$ cat src/hw/rtl/sorted_priority_queue_unit_defines.svh
// assertion macros for the sorted priority queue unit
// used by the top level, expects i_clk and i_rst_n in scope
`ifndef SORTED_PRIORITY_QUEUE_UNIT_DEFINES_SVH
`define SORTED_PRIORITY_QUEUE_UNIT_DEFINES_SVH

// same-cycle implication, checked outside reset
`define SPQ_ASSERT_NOW(label, ante, cons) \
    label: assert property (@(posedge i_clk) disable iff (!i_rst_n) (ante) |-> (cons)) \
        else $error("sorted priority queue check failed");

// next-cycle implication, checked outside reset
`define SPQ_ASSERT_NEXT(label, ante, cons) \
    label: assert property (@(posedge i_clk) disable iff (!i_rst_n) (ante) |=> (cons)) \
        else $error("sorted priority queue check failed");

`endif

$ cat src/hw/rtl/spq_pkg.sv
// shared types and constants for the sorted priority queue unit
// no dependencies
package spq_pkg;

    localparam int DEPTH     = 16;
    localparam int KEY_BITS  = 16;
    localparam int PRIO_BITS = 8;
    localparam int CNT_W     = $clog2(DEPTH + 1);

    localparam logic       ACT_ENQ  = 1'b0;
    localparam logic       ACT_DEQ  = 1'b1;
    localparam logic [1:0] ERR_NONE = 2'd0;
    localparam logic [1:0] ERR_FULL = 2'd1;
    localparam logic [1:0] ERR_EMPTY = 2'd2;

    // contents of one cell
    typedef struct packed {
        logic                 valid;
        logic [KEY_BITS-1:0]  key;
        logic [PRIO_BITS-1:0] prio;
    } t_entry;

    // command broadcast to every cell
    typedef struct packed {
        logic                 enq;
        logic                 deq;
        logic [KEY_BITS-1:0]  key;
        logic [PRIO_BITS-1:0] prio;
    } t_cmd;

endpackage

$ cat src/hw/rtl/spq_cell.sv
// one cell of the sorted chain: holds one entry and trades with its neighbors
// depends on spq_pkg
module spq_cell
    import spq_pkg::*;
(
    input  logic   i_clk,
    input  logic   i_rst_n,
    input  t_cmd   i_cmd,
    input  t_entry i_prev,
    input  logic   i_prev_lower,
    input  t_entry i_next,
    output t_entry o_entry,
    output logic   o_lower
);

    logic                 r_valid;
    logic [KEY_BITS-1:0]  r_key;
    logic [PRIO_BITS-1:0] r_prio;
    t_entry               n_entry;
    logic                 w_load;

    // this cell yields to the new entry when empty or strictly lower
    assign o_lower = !r_valid || (r_prio < i_cmd.prio);

    // next contents: shift right, take the new entry, or shift left
    always_comb begin
        n_entry = '{valid: r_valid, key: r_key, prio: r_prio};
        w_load  = 1'b0;
        priority if (i_cmd.enq && o_lower) begin
            w_load = 1'b1;
            if (i_prev_lower) begin
                n_entry = i_prev;
            end else begin
                n_entry = '{valid: 1'b1, key: i_cmd.key, prio: i_cmd.prio};
            end
        end else if (i_cmd.deq) begin
            w_load  = 1'b1;
            n_entry = i_next;
        end
    end

    // valid bit
    always_ff @(posedge i_clk) begin
        if (!i_rst_n) begin
            r_valid <= 1'b0;
        end else if (w_load) begin
            r_valid <= n_entry.valid;
        end
    end

    // payload
    always_ff @(posedge i_clk) begin
        if (w_load) begin
            r_key  <= n_entry.key;
            r_prio <= n_entry.prio;
        end
    end

    assign o_entry = '{valid: r_valid, key: r_key, prio: r_prio};

endmodule

$ cat src/hw/rtl/sorted_priority_queue_unit.sv
// sorted priority queue unit: 16 entries in a chain of cells, front at cell 0
// one transaction per cycle; result strobed on o_done the cycle after start
// throughput 1 item per cycle, as all cells shift together on each accepted transaction
// busy stays low; the receiver cannot stall and each result shows for one cycle
// reset clears the count and the cell valid bits; no clearing pass is needed
// depends on spq_pkg, spq_cell and sorted_priority_queue_unit_defines.svh
`include "sorted_priority_queue_unit_defines.svh"

module sorted_priority_queue_unit
    import spq_pkg::*;
(
    input  logic                 i_clk,
    input  logic                 i_rst_n,
    input  logic                 start,
    output logic                 busy,
    input  logic                 i_action,
    input  logic [KEY_BITS-1:0]  i_item_key,
    input  logic [PRIO_BITS-1:0] i_item_priority,
    output logic                 o_done,
    output logic [KEY_BITS-1:0]  o_front_key,
    output logic                 o_front_valid,
    output logic [CNT_W-1:0]     o_entry_count,
    output logic [1:0]           o_error_code
);

    logic [CNT_W-1:0] r_count;
    logic [CNT_W-1:0] n_count;
    logic             r_done;
    logic [1:0]       r_error;
    logic [1:0]       n_error;
    logic             w_accept;
    logic             w_full;
    logic             w_empty;
    logic             w_enq_full;
    t_cmd             w_cmd;
    t_entry           w_entry [DEPTH];
    logic             w_lower [DEPTH];
    logic [DEPTH-1:0] w_valid;

    assign busy       = 1'b0;
    assign w_accept   = start && !busy;
    assign w_full     = (r_count == CNT_W'(DEPTH));
    assign w_empty    = (r_count == '0);
    assign w_enq_full = w_accept && (i_action == ACT_ENQ) && w_full;

    // decode the transaction into a cell command
    always_comb begin
        w_cmd.enq = w_accept && (i_action == ACT_ENQ) && !w_full;
        w_cmd.deq = w_accept && (i_action == ACT_DEQ) && !w_empty;
        w_cmd.key  = i_item_key;
        w_cmd.prio = i_item_priority;
        n_count = r_count;
        n_error = ERR_NONE;
        unique case (i_action)
            ACT_ENQ: begin
                if (w_full) n_error = ERR_FULL;
                else        n_count = r_count + 1'b1;
            end
            ACT_DEQ: begin
                if (w_empty) n_error = ERR_EMPTY;
                else         n_count = r_count - 1'b1;
            end
            default: n_error = ERR_NONE;
        endcase
    end

    // the chain of cells
    for (genvar gi = 0; gi < DEPTH; gi++) begin : g_cell
        t_entry w_prev;
        logic   w_prev_lower;
        t_entry w_next;
        if (gi == 0) begin : g_head
            assign w_prev       = '0;
            assign w_prev_lower = 1'b0;
        end else begin : g_body
            assign w_prev       = w_entry[gi-1];
            assign w_prev_lower = w_lower[gi-1];
        end
        if (gi == DEPTH - 1) begin : g_tail
            assign w_next = '0;
        end else begin : g_mid
            assign w_next = w_entry[gi+1];
        end
        spq_cell u_cell (
            .i_clk       (i_clk),
            .i_rst_n     (i_rst_n),
            .i_cmd       (w_cmd),
            .i_prev      (w_prev),
            .i_prev_lower(w_prev_lower),
            .i_next      (w_next),
            .o_entry     (w_entry[gi]),
            .o_lower     (w_lower[gi])
        );
        assign w_valid[gi] = w_entry[gi].valid;
    end

    // count and result control
    always_ff @(posedge i_clk) begin
        if (!i_rst_n) begin
            r_count <= '0;
            r_done  <= 1'b0;
        end else begin
            r_done <= w_accept;
            if (w_accept) r_count <= n_count;
        end
    end

    // error code of the last transaction
    always_ff @(posedge i_clk) begin
        if (w_accept) r_error <= n_error;
    end

    // result ports
    assign o_done        = r_done;
    assign o_front_valid = w_entry[0].valid;
    assign o_front_key   = w_entry[0].valid ? w_entry[0].key : '0;
    assign o_entry_count = r_count;
    assign o_error_code  = r_error;

    // the count matches the occupied cells
    `SPQ_ASSERT_NOW(a_count_cells, 1'b1, $countones(w_valid) == r_count)

    // occupied cells are packed at the front and sorted by priority
    for (genvar gj = 0; gj < DEPTH - 1; gj++) begin : g_chk
        logic w_in_order;
        assign w_in_order = w_valid[gj] && (w_entry[gj].prio >= w_entry[gj+1].prio);
        `SPQ_ASSERT_NOW(a_sorted, w_valid[gj+1], w_in_order)
    end

    // an accepted enqueue into a non-full queue grows the count by one
    `SPQ_ASSERT_NEXT(a_enq_grow, w_cmd.enq, (r_count == $past(r_count) + 1'b1) && (r_error == ERR_NONE))

    // an enqueue into a full queue leaves the count and flags the drop
    `SPQ_ASSERT_NEXT(a_enq_full, w_enq_full, (r_count == $past(r_count)) && (r_error == ERR_FULL))

endmodule

$ cat config.mk
export PLATFORM = sky130hd
export DESIGN_NAME = sorted_priority_queue_unit
export DESIGN_NICKNAME = d
export VERILOG_FILES = /design/src/hw/rtl/spq_pkg.sv /design/src/hw/rtl/spq_cell.sv /design/src/hw/rtl/sorted_priority_queue_unit.sv
export VERILOG_INCLUDE_DIRS = /design/src /design/src/hw/rtl
export SDC_FILE = /design/constraint.sdc
export NUM_CORES = 1
export LEC_CHECK = 0
export BUFFER_PORTS_ARGS = -buffer_cell sky130_fd_sc_hd__buf_2
export CELL_PAD_IN_SITES_DETAIL_PLACEMENT = 1
export CELL_PAD_IN_SITES_GLOBAL_PLACEMENT = 2
export CORE_MARGIN = 2
export CORE_UTILIZATION = 40
export CTS_CLUSTER_DIAMETER = 40
export DETAILED_ROUTE_END_ITERATION = 8
export PLACE_DENSITY = 0.76
export SYNTH_ARGS = -nofsm -noshare
export SYNTH_HDL_FRONTEND = slang
export SYNTH_HIERARCHICAL = 1
export SYNTH_SLANG_ARGS = --single-unit
$ cat constraint.sdc
create_clock -name i_clk -period 4.6 [get_ports i_clk]
set_input_delay 0.23 -clock i_clk [delete_from_list [all_inputs] [get_ports i_clk]]
set_output_delay 0.23 -clock i_clk [all_outputs]
set_load 0.02 [all_outputs]
==> impl.org <==
** Timing
- Slew headroom :: 22.2%
- For the pin with the worst max-slew slack, the measured transition is 1160 ps.
- Final Cycle Share :: 70.1%
- Achievable clock frequency :: 310 MHz
- Final number of setup-violating endpoints :: 0
- Adding up every negative setup slack in the final design gives 0 ps.
- Clock skew on the completed layout was measured at 56.8 ps.
- The final count of hold timing violations was 0.
- Setup repair after global routing left no endpoint under its margin.
- Subtracting the final worst setup slack from the clock period gives 3220 ps.
- The final count of pins violating max slew came to 0.

** Run status
- Status :: finished, final reports clean

** Logic synthesis
- After synthesis the cells add up to 27,100 sq um.
- After technology mapping, the gate count stands at 2,000.
- Dividing the synthesized area by the synthesized cell count gives 13.6 sq um.
- The Yosys step of the flow raised 6 warnings.

** Clock network
- After clock tree synthesis, the flow added hold-fix buffers numbering 1.
- Clock tree synthesis selected as its root buffer the cell clkbuf_16.
- TritonCTS built the clock tree.
- CTS clk-pin slew, worst paths :: 40 ps
- Skew-Pair Late Insertion Delay :: 650 ps
- In this run, post-CTS repair resized a total of 0 instances.
- Buffers from clock root to sink, at most :: 3
- The clock drives 408 sinks.
- In this run, CTS created clock tree buffers numbering 96.
- Post-CTS Setup Repair Bufs :: 0
- CTS H-tree lvls :: 3

** Cells and area
- The filler cells instantiated in the layout total 6,807.
- Cells with a size suffix above 1 make up 44.2% of the layout.
- After the last flow step, the layout net total stands at 2,286.
- Post-synthesis to final-layout area growth :: 14.9%

** Drt
- Total via count after detailed routing :: 15.9k
- In the final routed layout, each cell accounts on average for 20.0 um.
- After the first detailed-routing iteration, the DRC count stood at 741.
- 1st-pass router iterations :: 5
- After detailed routing, the number of vias per cell comes to 5.12.
- The count of nets left with antenna violations once routing finished came out at 0.
- Wires add up to 61,900 um.
- In the routed design, unresolved DRC markers number 0.

** GRT
- Entering global routing, the biggest net connects 39 pins.
- Most Crowded Layer GR :: met2
- Met3 GRT Util :: 3.05%
- GRT overflow :: 0
- Global routing consumed, on the met2 layer, 32.1% of the routing resources.
- The first global-routing pass estimated 101,000 um of wire.
- The initial antenna violation count came to 2.
- Global routing used 17.9% of the available tracks.
- Global routing usage on met1 :: 22.1%
- The via count of the first global-routing pass was 18.0k.

** Hold path
- The path class of the tightest hold or removal check is in2reg.

** Power
- Total power for the finished layout comes to 21.8 mW.
- Areal power density over the cells :: 701 nW/um^2
- In this run the static leakage power is 13.0 nW.
- Max VDD drop :: 0.000313 V

** Die
- The total area inside the core boundary comes to 67,200 sq um.
- 54 I/O pins were placed.
- The die covers 69,900 sq um.
- Die height :: 264 um
- Chip Width :: 264 um
- The initial utilization of the core area, before any placement, comes to 40.4%.
- The floorplan has 95 rows.

** Setup path
- CP Max Fanout :: 24
- STA classifies the critical path endpoint as a flip-flop.
- CP Data Arrival Time :: 3480 ps
- Crit path launch type :: flip-flop
- STA puts the critical path data required time at 4860 ps.
- The critical path is of the reg2reg type.

** Placed design
- Half-perimeter wire length of the detailed placement result :: 45,300 um
- Number of I/O port buffers :: 52
- Routability-driven placement finished with a final weighted congestion of 0.753.

** Job
- Max-cap violations in this run came to 0.
## area by class of cell
cell class,instances,area (sq um),share of cell area (%)
diodes,1,2.50,0.00803
repair buffers,97,601,1.93
inverters,144,541,1.74
clock buffers,112,2490,8.00
clock inverters,68,704,2.26
well taps,873,1090,3.51
multi-input cells,1395,13700,43.9
flip-flops and latches,408,12000,38.6
## metal layers
metal / vias up / wire length, um
li1: 7738 / -
met1: 7843 / 27900
met2: 208 / 31200
met3: 82 / 1720
met4: 0 / 1070
met5: - / 0
## critical path: stages, from the launching register on
cell	delay, ps
dfxtp_1	340
nor4_1	790
a21oi_4	340
buf_4	300
nand3b_1	100
o22ai_1	70
a31o_1	320
or2_2	570
## path summary, 6_finish.rpt
kind | to | depth (start not counted) | start | slack (ps)
worst max-delay path | g_cell[0].u_cell/r_prio[2] | 7 | o_entry_count[2] | 1380
worst min-delay path | o_error_code[0] | 2 | i_action | 40
worst max register to register | g_cell[0].u_cell/r_prio[2] | 7 | o_entry_count[2] | 1380
worst min register to register | o_entry_count[3] | 2 | o_entry_count[3] | 550
## placed cells by master (no fill, tap or decap), types with 17 or more instances in the layout
cell	instances
mux2_4	288
nor2_1	25
ha_1	115
o21ai_0	144
clkbuf_16	96
nand2_1	145
nand2b_1	17
clkinv_1	19
edfxtp_1	386
and2_1	18
dfxtp_1	22
buf_2	52
mux2_2	384
o21a_1	24
mux2i_1	20
conb_1	56
buf_4	44
inv_1	144
clkinv_2	19
or2_2	17
## power by group
part	switching (mW)	total, mW	internal (mW)
combinational	3.27	7.53	4.26
sequential	1.07	7.67	6.60
clock	2.25	6.63	4.38
total	6.59	21.8	15.2
## registers in the layout (all words and copies together) (netlist names)
register and count:
o_error_code 2, o_entry_count 5, g_cell.u_cell/r_prio 128, o_done 1, g_cell.u_cell/r_key 256, g_cell.u_cell/r_valid 16
## per-stage QoR
step	hold WS, ps	utilization [%]	cell area, sq um	instances	setup slack [ps]
after floorplan	342	-	27300	2055	678
after global placement	522	41.6	27900	2916	1230
after detailed placement	538	41.6	27900	2916	1060
after CTS	18.3	46.4	31100	3097	1330
after global routing	49.6	46.4	31100	3098	1140
final	44.5	46.4	31100	3098	1380
Power figures use the tool's default switching activity.
